## config.mk

```make
export PLATFORM = sky130hd
export DESIGN_NAME = fp4_block_scaled_to_bf16_unit
export DESIGN_NICKNAME = d
export VERILOG_FILES = /design/src/sv/fbs_pkg.sv /design/src/sv/fbs_ram.sv /design/src/sv/fbs_fpmul.sv /design/src/sv/fp4_block_scaled_to_bf16_unit.sv
export SDC_FILE = /design/constraint.sdc
export NUM_CORES = 2
export LEC_CHECK = 0
export ABC_CLOCK_PERIOD_IN_PS = 6720
export BUFFER_PORTS_ARGS = -buffer_cell sky130_fd_sc_hd__buf_2
export CORE_UTILIZATION = 55
export CTS_CLUSTER_SIZE = 40
export DETAILED_ROUTE_END_ITERATION = 8
export PLACE_DENSITY = 0.74
export SLEW_MARGIN = 20
export SYNTH_ARGS = -nofsm -noshare
export SYNTH_HDL_FRONTEND = slang
export SYNTH_HIERARCHICAL = 1
export SYNTH_SLANG_ARGS = --single-unit
```

## constraint.sdc

```tcl
create_clock -name aclk -period 6.72 [get_ports aclk]
set_input_delay 0.672 -clock aclk [delete_from_list [all_inputs] [get_ports aclk]]
set_output_delay 0.672 -clock aclk [all_outputs]
set_load 0.005 [all_outputs]
```

## src/sv/fbs_pkg.sv

```systemverilog
package fbs_pkg;

    localparam int MAX_BLOCK_SIZE_DEF = 32;

    // register map, index = paddr[2]
    localparam logic REG_TENSOR_SCALE = 1'b0;
    localparam logic REG_BLOCK_SIZE   = 1'b1;

    localparam logic [31:0] TENSOR_SCALE_RST = 32'h3F80_0000;
    localparam logic [5:0]  BLOCK_SIZE_RST   = 6'd16;

    localparam logic [31:0] GLOBAL_MULT = 32'h7B80_0000;  // 2^120
    localparam logic [31:0] ELEM_MULT   = 32'h7E80_0000;  // 2^126
    localparam logic [31:0] FP32_QNAN   = 32'h7FC0_0000;
    localparam logic [15:0] BF16_QNAN   = 16'h7FC0;

    // E4M3 code widened by bit placement
    function automatic logic [31:0] place_e4m3(input logic [7:0] c);
        place_e4m3 = {c[7], 4'b0000, c[6:0], 20'd0};
    endfunction

    // E2M1 code widened by bit placement
    function automatic logic [31:0] place_e2m1(input logic [3:0] c);
        place_e2m1 = {c[3], 6'd0, c[2:0], 22'd0};
    endfunction

    // fp32 to bf16, ties away from zero, NaN made canonical
    function automatic logic [15:0] to_bf16(input logic [31:0] b);
        logic [31:0] sum;
        sum = b + 32'h0000_8000;
        if (b[30:23] == 8'hFF && b[22:0] != 23'd0) begin
            to_bf16 = BF16_QNAN;
        end else begin
            to_bf16 = sum[31:16];
        end
    endfunction

endpackage

```

## src/sv/fbs_ram.sv

```systemverilog
module fbs_ram #(
    parameter int WIDTH = 4,
    parameter int DEPTH = 32
) (
    input  logic                     aclk,
    input  logic                     we,
    input  logic [$clog2(DEPTH)-1:0] waddr,
    input  logic [WIDTH-1:0]         wdata,
    input  logic [$clog2(DEPTH)-1:0] raddr,
    output logic [WIDTH-1:0]         rdata
);
    logic [WIDTH-1:0] mem [DEPTH];

    always_ff @(posedge aclk) begin
        if (we) begin
            mem[waddr] <= wdata;
        end
        rdata <= mem[raddr];
    end
endmodule

```

## src/sv/fbs_fpmul.sv

```systemverilog
// fp32 multiplier, RNE, subnormals; normalization one bit per cycle
module fbs_fpmul (
    input  logic        aclk,
    input  logic        aresetn,
    input  logic        start,
    input  logic [31:0] op_a,
    input  logic [31:0] op_b,
    output logic        done,
    output logic [31:0] result
);
    import fbs_pkg::*;

    typedef enum logic [2:0] {M_IDLE, M_MUL, M_NORM, M_DEN, M_RND} mstate_t;

    mstate_t            state_reg;
    logic               sign_reg;
    logic [23:0]        ma_reg, mb_reg;
    logic signed [10:0] exp_reg;
    logic [47:0]        prod_reg;
    logic               sticky_reg;
    logic [31:0]        result_reg;
    logic               done_reg;

    logic [7:0]  ea, eb;
    logic        a_nan, b_nan, a_inf, b_inf, a_zero, b_zero, sgn;
    logic        guard, st, up;
    logic [24:0] m25;
    logic signed [10:0] ex;
    logic [22:0] frac;

    always_comb begin
        ea     = op_a[30:23];
        eb     = op_b[30:23];
        a_nan  = (ea == 8'hFF) && (op_a[22:0] != 23'd0);
        b_nan  = (eb == 8'hFF) && (op_b[22:0] != 23'd0);
        a_inf  = (ea == 8'hFF) && (op_a[22:0] == 23'd0);
        b_inf  = (eb == 8'hFF) && (op_b[22:0] == 23'd0);
        a_zero = (ea == 8'h00) && (op_a[22:0] == 23'd0);
        b_zero = (eb == 8'h00) && (op_b[22:0] == 23'd0);
        sgn    = op_a[31] ^ op_b[31];

        guard = prod_reg[23];
        st    = (|prod_reg[22:0]) | sticky_reg;
        up    = guard & (st | prod_reg[24]);
        m25   = {1'b0, prod_reg[47:24]} + {24'd0, up};
        if (m25[24]) begin
            ex   = exp_reg + 11'sd1;
            frac = 23'd0;
        end else if (m25[23]) begin
            ex   = exp_reg;
            frac = m25[22:0];
        end else begin
            ex   = 11'sd0;
            frac = m25[22:0];
        end
    end

    always_ff @(posedge aclk) begin
        if (!aresetn) begin
            state_reg <= M_IDLE;
            done_reg  <= 1'b0;
        end else begin
            done_reg <= 1'b0;
            case (state_reg)
                M_IDLE: begin
                    if (start) begin
                        sign_reg <= sgn;
                        if (a_nan || b_nan || (a_inf && b_zero) || (b_inf && a_zero)) begin
                            result_reg <= FP32_QNAN;
                            done_reg   <= 1'b1;
                        end else if (a_inf || b_inf) begin
                            result_reg <= {sgn, 8'hFF, 23'd0};
                            done_reg   <= 1'b1;
                        end else if (a_zero || b_zero) begin
                            result_reg <= {sgn, 31'd0};
                            done_reg   <= 1'b1;
                        end else begin
                            ma_reg    <= {ea != 8'h00, op_a[22:0]};
                            mb_reg    <= {eb != 8'h00, op_b[22:0]};
                            // biased exponent with the leading one at bit 47
                            exp_reg   <= $signed({3'b000, (ea == 8'h00) ? 8'd1 : ea})
                                       + $signed({3'b000, (eb == 8'h00) ? 8'd1 : eb})
                                       - 11'sd126;
                            state_reg <= M_MUL;
                        end
                    end
                end
                M_MUL: begin
                    prod_reg   <= ma_reg * mb_reg;
                    sticky_reg <= 1'b0;
                    state_reg  <= M_NORM;
                end
                M_NORM: begin
                    if (prod_reg == 48'd0) begin
                        result_reg <= {sign_reg, 31'd0};
                        done_reg   <= 1'b1;
                        state_reg  <= M_IDLE;
                    end else if (!prod_reg[47] && exp_reg > 11'sd1) begin
                        prod_reg <= {prod_reg[46:0], 1'b0};
                        exp_reg  <= exp_reg - 11'sd1;
                    end else if (exp_reg < 11'sd1) begin
                        state_reg <= M_DEN;
                    end else begin
                        state_reg <= M_RND;
                    end
                end
                M_DEN: begin
                    if (exp_reg < -11'sd60) begin
                        // everything falls into sticky
                        prod_reg   <= 48'd0;
                        sticky_reg <= 1'b1;
                        exp_reg    <= 11'sd1;
                        state_reg  <= M_RND;
                    end else if (exp_reg < 11'sd1) begin
                        sticky_reg <= sticky_reg | prod_reg[0];
                        prod_reg   <= {1'b0, prod_reg[47:1]};
                        exp_reg    <= exp_reg + 11'sd1;
                    end else begin
                        state_reg <= M_RND;
                    end
                end
                M_RND: begin
                    if (ex >= 11'sd255) begin
                        result_reg <= {sign_reg, 8'hFF, 23'd0};
                    end else begin
                        result_reg <= {sign_reg, ex[7:0], frac};
                    end
                    done_reg  <= 1'b1;
                    state_reg <= M_IDLE;
                end
                default: state_reg <= M_IDLE;
            endcase
        end
    end

    assign done   = done_reg;
    assign result = result_reg;
endmodule

```

## src/sv/fp4_block_scaled_to_bf16_unit.sv

```systemverilog
// channel  | ports                                       | accepted when
// ---------+---------------------------------------------+----------------------
// input    | s_packed_pair, s_high/low_half_scale        | s_valid && s_ready
// result   | m_value_bf16, m_last_of_run                 | m_valid && m_ready
// config   | psel/penable/pwrite/paddr/pwdata, prdata    | psel && penable && pwrite
//
// One beat at a time. Each element is two passes through one shared fp32
// multiplier (a pass skips normalization for a zero, infinite or NaN operand,
// else its normalizer shifts one bit per cycle); a block's first beat adds
// three passes for the scale factors.
// A block's last beat then replays every kept low nibble from the code RAM.
// aresetn is synchronous, active low; the code RAM is not cleared.
// A stalled result holds the sequencer until the output register frees.
module fp4_block_scaled_to_bf16_unit #(
    parameter int MAX_BLOCK_SIZE = fbs_pkg::MAX_BLOCK_SIZE_DEF
) (
    input  logic        aclk,
    input  logic        aresetn,
    input  logic        psel,
    input  logic        penable,
    input  logic        pwrite,
    input  logic [2:0]  paddr,
    input  logic [31:0] pwdata,
    output logic [31:0] prdata,
    output logic        pready,
    input  logic        s_valid,
    output logic        s_ready,
    input  logic [7:0]  s_packed_pair,
    input  logic [7:0]  s_high_half_scale,
    input  logic [7:0]  s_low_half_scale,
    output logic        m_valid,
    input  logic        m_ready,
    output logic [15:0] m_value_bf16,
    output logic        m_last_of_run
);
    import fbs_pkg::*;

    localparam int PW = $clog2(MAX_BLOCK_SIZE);

    typedef enum logic [3:0] {
        S_IDLE, S_GLOB, S_HF, S_LF, S_E1, S_E2, S_EMIT, S_FETCH, S_LOADC
    } state_t;

    state_t         state_reg;
    logic [31:0]    tensor_scale_reg;
    logic [5:0]     block_size_reg;
    logic [PW-1:0]  pos_reg, idx_reg;
    logic           end_reg, is_low_reg, issued_reg;
    logic [3:0]     code_reg;
    logic [7:0]     hs_reg, ls_reg;
    logic [31:0]    glob_reg, hf_reg, lf_reg, tmp_reg;
    logic           m_valid_reg, m_last_reg;
    logic [15:0]    m_value_reg;

    logic           cfg_wr, accept, mul_start, mul_done, is_mul_state;
    logic [31:0]    mul_a, mul_b, mul_res;
    logic [6:0]     eff, pos_inc;
    logic [3:0]     ram_rdata;

    assign pready  = 1'b1;
    assign cfg_wr  = psel && penable && pwrite;
    assign prdata  = (paddr[2] == REG_BLOCK_SIZE) ? {26'd0, block_size_reg} : tensor_scale_reg;
    assign s_ready = (state_reg == S_IDLE);
    assign accept  = s_valid && s_ready;

    // effective block size: 0 acts as 1, clipped at the RAM depth
    always_comb begin
        if (block_size_reg == 6'd0) begin
            eff = 7'd1;
        end else if ({1'b0, block_size_reg} > 7'(MAX_BLOCK_SIZE)) begin
            eff = 7'(MAX_BLOCK_SIZE);
        end else begin
            eff = {1'b0, block_size_reg};
        end
        pos_inc = 7'(pos_reg) + 7'd1;
    end

    // operand select for the shared multiplier
    always_comb begin
        mul_a        = 32'd0;
        mul_b        = 32'd0;
        is_mul_state = 1'b1;
        case (state_reg)
            S_GLOB: begin
                mul_a = tensor_scale_reg;
                mul_b = GLOBAL_MULT;
            end
            S_HF: begin
                mul_a = place_e4m3(hs_reg);
                mul_b = glob_reg;
            end
            S_LF: begin
                mul_a = place_e4m3(ls_reg);
                mul_b = glob_reg;
            end
            S_E1: begin
                mul_a = place_e2m1(code_reg);
                mul_b = ELEM_MULT;
            end
            S_E2: begin
                mul_a = tmp_reg;
                mul_b = is_low_reg ? lf_reg : hf_reg;
            end
            default: is_mul_state = 1'b0;
        endcase
        mul_start = is_mul_state && !issued_reg;
    end

    fbs_fpmul u_mul (
        .aclk    (aclk),
        .aresetn (aresetn),
        .start   (mul_start),
        .op_a    (mul_a),
        .op_b    (mul_b),
        .done    (mul_done),
        .result  (mul_res)
    );

    // low nibbles of the current block, in byte order
    fbs_ram #(.WIDTH(4), .DEPTH(MAX_BLOCK_SIZE)) u_codes (
        .aclk  (aclk),
        .we    (accept),
        .waddr (pos_reg),
        .wdata (s_packed_pair[3:0]),
        .raddr (idx_reg),
        .rdata (ram_rdata)
    );

    always_ff @(posedge aclk) begin
        if (!aresetn) begin
            state_reg        <= S_IDLE;
            tensor_scale_reg <= TENSOR_SCALE_RST;
            block_size_reg   <= BLOCK_SIZE_RST;
            pos_reg          <= '0;
            idx_reg          <= '0;
            issued_reg       <= 1'b0;
            m_valid_reg      <= 1'b0;
            glob_reg         <= 32'd0;
            hf_reg           <= 32'd0;
            lf_reg           <= 32'd0;
        end else begin
            if (cfg_wr) begin
                if (paddr[2] == REG_TENSOR_SCALE) begin
                    tensor_scale_reg <= pwdata;
                end else begin
                    block_size_reg <= pwdata[5:0];
                end
            end

            // S_EMIT reloads the output register itself
            if (m_valid_reg && m_ready && state_reg != S_EMIT) begin
                m_valid_reg <= 1'b0;
            end

            if (mul_start) begin
                issued_reg <= 1'b1;
            end

            case (state_reg)
                S_IDLE: begin
                    if (accept) begin
                        code_reg   <= s_packed_pair[7:4];
                        hs_reg     <= s_high_half_scale;
                        ls_reg     <= s_low_half_scale;
                        end_reg    <= (pos_inc >= eff);
                        is_low_reg <= 1'b0;
                        state_reg  <= (pos_reg == '0) ? S_GLOB : S_E1;
                    end
                end
                S_GLOB: begin
                    if (mul_done) begin
                        glob_reg   <= mul_res;
                        issued_reg <= 1'b0;
                        state_reg  <= S_HF;
                    end
                end
                S_HF: begin
                    if (mul_done) begin
                        hf_reg     <= mul_res;
                        issued_reg <= 1'b0;
                        state_reg  <= S_LF;
                    end
                end
                S_LF: begin
                    if (mul_done) begin
                        lf_reg     <= mul_res;
                        issued_reg <= 1'b0;
                        state_reg  <= S_E1;
                    end
                end
                S_E1: begin
                    if (mul_done) begin
                        tmp_reg    <= mul_res;
                        issued_reg <= 1'b0;
                        state_reg  <= S_E2;
                    end
                end
                S_E2: begin
                    if (mul_done) begin
                        tmp_reg    <= mul_res;
                        issued_reg <= 1'b0;
                        state_reg  <= S_EMIT;
                    end
                end
                S_EMIT: begin
                    if (!m_valid_reg || m_ready) begin
                        m_valid_reg <= 1'b1;
                        m_value_reg <= to_bf16(tmp_reg);
                        if (is_low_reg) begin
                            m_last_reg <= (idx_reg == pos_reg);
                            if (idx_reg == pos_reg) begin
                                pos_reg   <= '0;
                                state_reg <= S_IDLE;
                            end else begin
                                idx_reg   <= idx_reg + 1'b1;
                                state_reg <= S_FETCH;
                            end
                        end else begin
                            m_last_reg <= !end_reg;
                            if (end_reg) begin
                                idx_reg   <= '0;
                                state_reg <= S_FETCH;
                            end else begin
                                pos_reg   <= pos_reg + 1'b1;
                                state_reg <= S_IDLE;
                            end
                        end
                    end
                end
                S_FETCH: state_reg <= S_LOADC;   // RAM read in flight
                S_LOADC: begin
                    code_reg   <= ram_rdata;
                    is_low_reg <= 1'b1;
                    state_reg  <= S_E1;
                end
                default: state_reg <= S_IDLE;
            endcase
        end
    end

    assign m_valid       = m_valid_reg;
    assign m_value_bf16  = m_value_reg;
    assign m_last_of_run = m_last_reg;

    a_one_beat: assert property (@(posedge aclk) disable iff (!aresetn)
        accept |=> !s_ready)
        else $error("new beat taken while one is in work");

    a_done_in_mul: assert property (@(posedge aclk) disable iff (!aresetn)
        mul_done |-> (state_reg == S_GLOB || state_reg == S_HF || state_reg == S_LF ||
                      state_reg == S_E1 || state_reg == S_E2))
        else $error("multiplier result arrived outside a multiply step");

    a_idle_clean: assert property (@(posedge aclk) disable iff (!aresetn)
        (state_reg == S_IDLE) |-> !issued_reg)
        else $error("multiply still outstanding in idle");

    a_flush_bound: assert property (@(posedge aclk) disable iff (!aresetn)
        (state_reg == S_LOADC) |-> (idx_reg <= pos_reg))
        else $error("flush index ran past the block");
endmodule
```

==> impl_summary.md <==
Timing
The largest clock skew in the final design is ~0.052 ns. Setup repair after global routing could not meet its margin everywhere. At the pin with the least slew margin, the transition time is approximately 1.1 ns. The final number of setup-violating endpoints is 20.

Of the available clock period, the critical path in the final layout requires 1.059. The count of final hold-check violations is 0. The worst slew margin relative to its limit is 0.2478. The aggregate negative setup slack is -3.657 ns. Across all setup checks in the final design, the least slack found is -0.3944 ns. The fmax is between 100 and 150 MHz.

The minimum clock period is 7.114 ns. The number of max-slew violations in the final report is 0.

Finish
The number of nets at the end of the flow is 5204. The number of antenna diodes in the final layout is 0. Compared with the post-synthesis result, the final layout area differs by 14.83%. Leaving out fill and tap cells, the most frequent cells in the layout are nand2_1, inv_1, fa_1, edfxtp_1, and2_1. The utilization after layout is 0.6432. Of the cells placed in the final design, the portion with a size suffix greater than 1 is 0.1732. The number of flip-flops under the largest register name is around 130. The finished cells cover about 48000 um^2.

Leaving out fill and tap cells, the most frequent cell in the layout is nand2_1.

CTS
After clock tree synthesis, the flow added hold-fix buffers numbering 0. For the worst-skew pair, the clock arrives at the later sink with an insertion delay of 0.64 ns. Clock tree synthesis selected as its root buffer the cell clkbuf_16. In this run the number of H-tree levels came out at 2.

The worst-case clock buffer depth is 3. The clock-pin slew reported for the worst setup and hold paths after clock tree synthesis is approximately 0.070 ns. TritonCTS built the clock tree.

The sink count of the clock tree is between 400 and 500. The total clock buffers created by CTS is 53.

Floorplanning
The cell row count is 100. In this run the horizontal extent of the chip is between 200 and 300 um. In this run the standard cell core region covers between 70000 and 80000 um^2. The boundary pin count is roughly 120. The area of the die is approximately 77000 um^2. The floorplan step set the die height to about 280 um. The starting density of the core is 0.5601.

Drt
The first-iteration detailed-routing DRC count is approximately 3100. In this run the remaining antenna-violating nets after routing total 0. The post-detailed-route wirelength per cell is around 21 um. In the routed design, unresolved DRC markers number 0.

The post-detailed-route via-to-cell ratio is between 5 and 6. The first detailed-routing pass ran for 6 iterations. The final route contains approximately 32000 vias.

After detailed routing, the total wire length is ~120000 um.

Synthesis
Ranked by total cell area, the synthesized netlist is headed by edfxtp_1, fa_1, dfxtp_1. After synthesis, the mean cell area works out to about 10 um^2. The flop and latch count out of synthesis is ~500.

Counting every instance in the synthesized netlist gives 4245. The most area-hungry cell type in the Yosys netlist is edfxtp_1. In this run, synthesis inferred 340 flip-flops with an integrated enable. The number of nets produced by synthesis is ~5000.

The most used flip-flop cell after synthesis is edfxtp_1. The post-synthesis instance area is between 40000 and 50000 um^2. After synthesis, the netlist uses 101 different library cells.

After synthesis, the share of flip-flops with an asynchronous set or reset is 0. Of the post-synthesis cell area, the dominant cell type holds 0.2432. Yosys printed 6 warnings. The sequential area share after synthesis is 0.3186.

Global routing
The via count of the first global-routing pass was 33096. The first global-routing pass estimated between 150000 and 200000 um of wire. Across every metal layer, demand over resource in global routing totals 0.3043. For this run the aggregate overflow at the end of global routing stands at 0. Entering global routing, the biggest net connects 91 pins. The number of antenna violations at the first check in global routing is 2.

Run
The max capacitance violation total is 0.

Run status
The run finished, with violations left. The final reports fail on negative setup slack.

Worst setup path
The data arrival time of the worst path is 7.45 ns. Along the worst path, the maximum fanout reaches 5. STA classifies the critical path startpoint as a flip-flop. The kind of critical path is flip-flop to flip-flop.

Measured in cells, the most critical reg-to-reg path has a length of 24. The kind of end point of the critical path is a flip-flop. Data on the critical path is required at its endpoint by 7.05 ns.

Placed design
Timing analysis after detailed placement gives a worst setup slack of -0.4649 ns. The wire-length estimate of the detail-placed layout is 86740 um. The number of buffers added on ports is 114. The placed instances occupy a cell area of ~45000 um^2. The congestion estimate from routability-driven global placement came to between 0.9 and 1.

Min path
The number of cells on the worst hold path is 1. The classification of the worst-slack hold path is input pin to flip-flop.
[path summary, 6_finish.rpt]
kind                        from            endpoint  slack (ns)
max             u_mul/mb_reg[13]  u_mul/prod_reg[33]       -0.39
min          s_low_half_scale[0]           ls_reg[0]        0.21
max reg2reg     u_mul/mb_reg[13]  u_mul/prod_reg[33]       -0.39
min reg2reg           lf_reg[22]          lf_reg[22]        0.45
[metrics by stage]
| stage | hold WS [ns] | instances |
|---|---|---|
| after floorplan | 0.4332 | 4245 |
| after global placement | 0.4399 | 5319 |
| after detailed placement | 0.4461 | 5319 |
| after CTS | 0.1869 | 5447 |
| after global routing | 0.1959 | 5466 |
| final | 0.2089 | 5466 |
[Yosys cell counts (15+ instances only)]
library cell / number
nand2_1: 696
inv_1: 602
fa_1: 483
edfxtp_1: 340
and2_1: 290
a21oi_1: 212
ha_1: 203
clkbuf_1: 193
dfxtp_1: 158
nor2_1: 146
o21ai_0: 111
mux2i_1: 57
nand3_1: 55
xnor2_1: 54
xor2_1: 42
mux4_2: 40
nor4_1: 39
a22oi_1: 38
nor2b_1: 36
buf_2: 34
nor3_1: 33
nand4_1: 30
a21o_1: 23
a22o_1: 22
and3_1: 21
nor2_4: 19
mux2_2: 16
o21bai_1: 15
[routing by layer]
| metal | vias to the layer above | global-route usage | wire (um) |
|---|---|---|---|
| li1 | 14289 | - | - |
| met4 | 2 | 0.1264 | 5266 |
| met1 | 16186 | 0.4015 | 45160 |
| met3 | 318 | 0.04516 | 10230 |
| met2 | 1640 | 0.5035 | 56440 |
| met5 | - | 0 | 7 |
[worst max-delay path, cell delays in order, from the launching register on]
cell,delay [ns]
edfxtp_1,0.48
buf_6,0.18
clkbuf_16,0.15
and2_1,0.16
fa_1,0.51
inv_1,0.05
fa_1,0.48
inv_1,0.05
fa_1,0.47
fa_1,0.57
fa_1,0.48
fa_1,0.51
inv_1,0.05
fa_1,0.48
inv_1,0.05
ha_1,0.31
buf_4,0.15
buf_4,0.14
nand2_1,0.10
o21ai_0,0.12
a31oi_1,0.48
a21oi_1,0.15
a31oi_1,0.25
xor2_1,0.34
o21ai_1,0.09
[layout make-up]
class                   instances  area, um^2
repair buffers                407        3433
multi-input cells            2888       26190
fillers                      5690       26740
flip-flops and latches        498       13370
inverters                     604        2272
clock buffers                  75        1491
clock inverters                25       235.2
well taps                     969        1212
[kinds of logic after synthesis]
group,count (synthesis),share of synthesized area
buffers and inverters,859,0.08033
xor gates and xnor gates,96,0.02003
AOI/OAI and AO/OA,561,0.08417
other,1,0.00008933
muxes,114,0.03961
DFF,498,0.3186
and+or+nand+nor,1430,0.1663
adders and majority gates,686,0.2908
[repair_timing]
item / in CTS / in global routing
cloned: 2 / 2
gates resized for setup: 120 / 148
setup endpoints to repair: 24 / 28
buffers inserted: 26 / 18
pin swaps: 96 / 122
hold endpoints to repair: 0 / 0
Power is not shown: default switching activity piles up to over one toggle a cycle in this logic, so the estimate is an artifact.
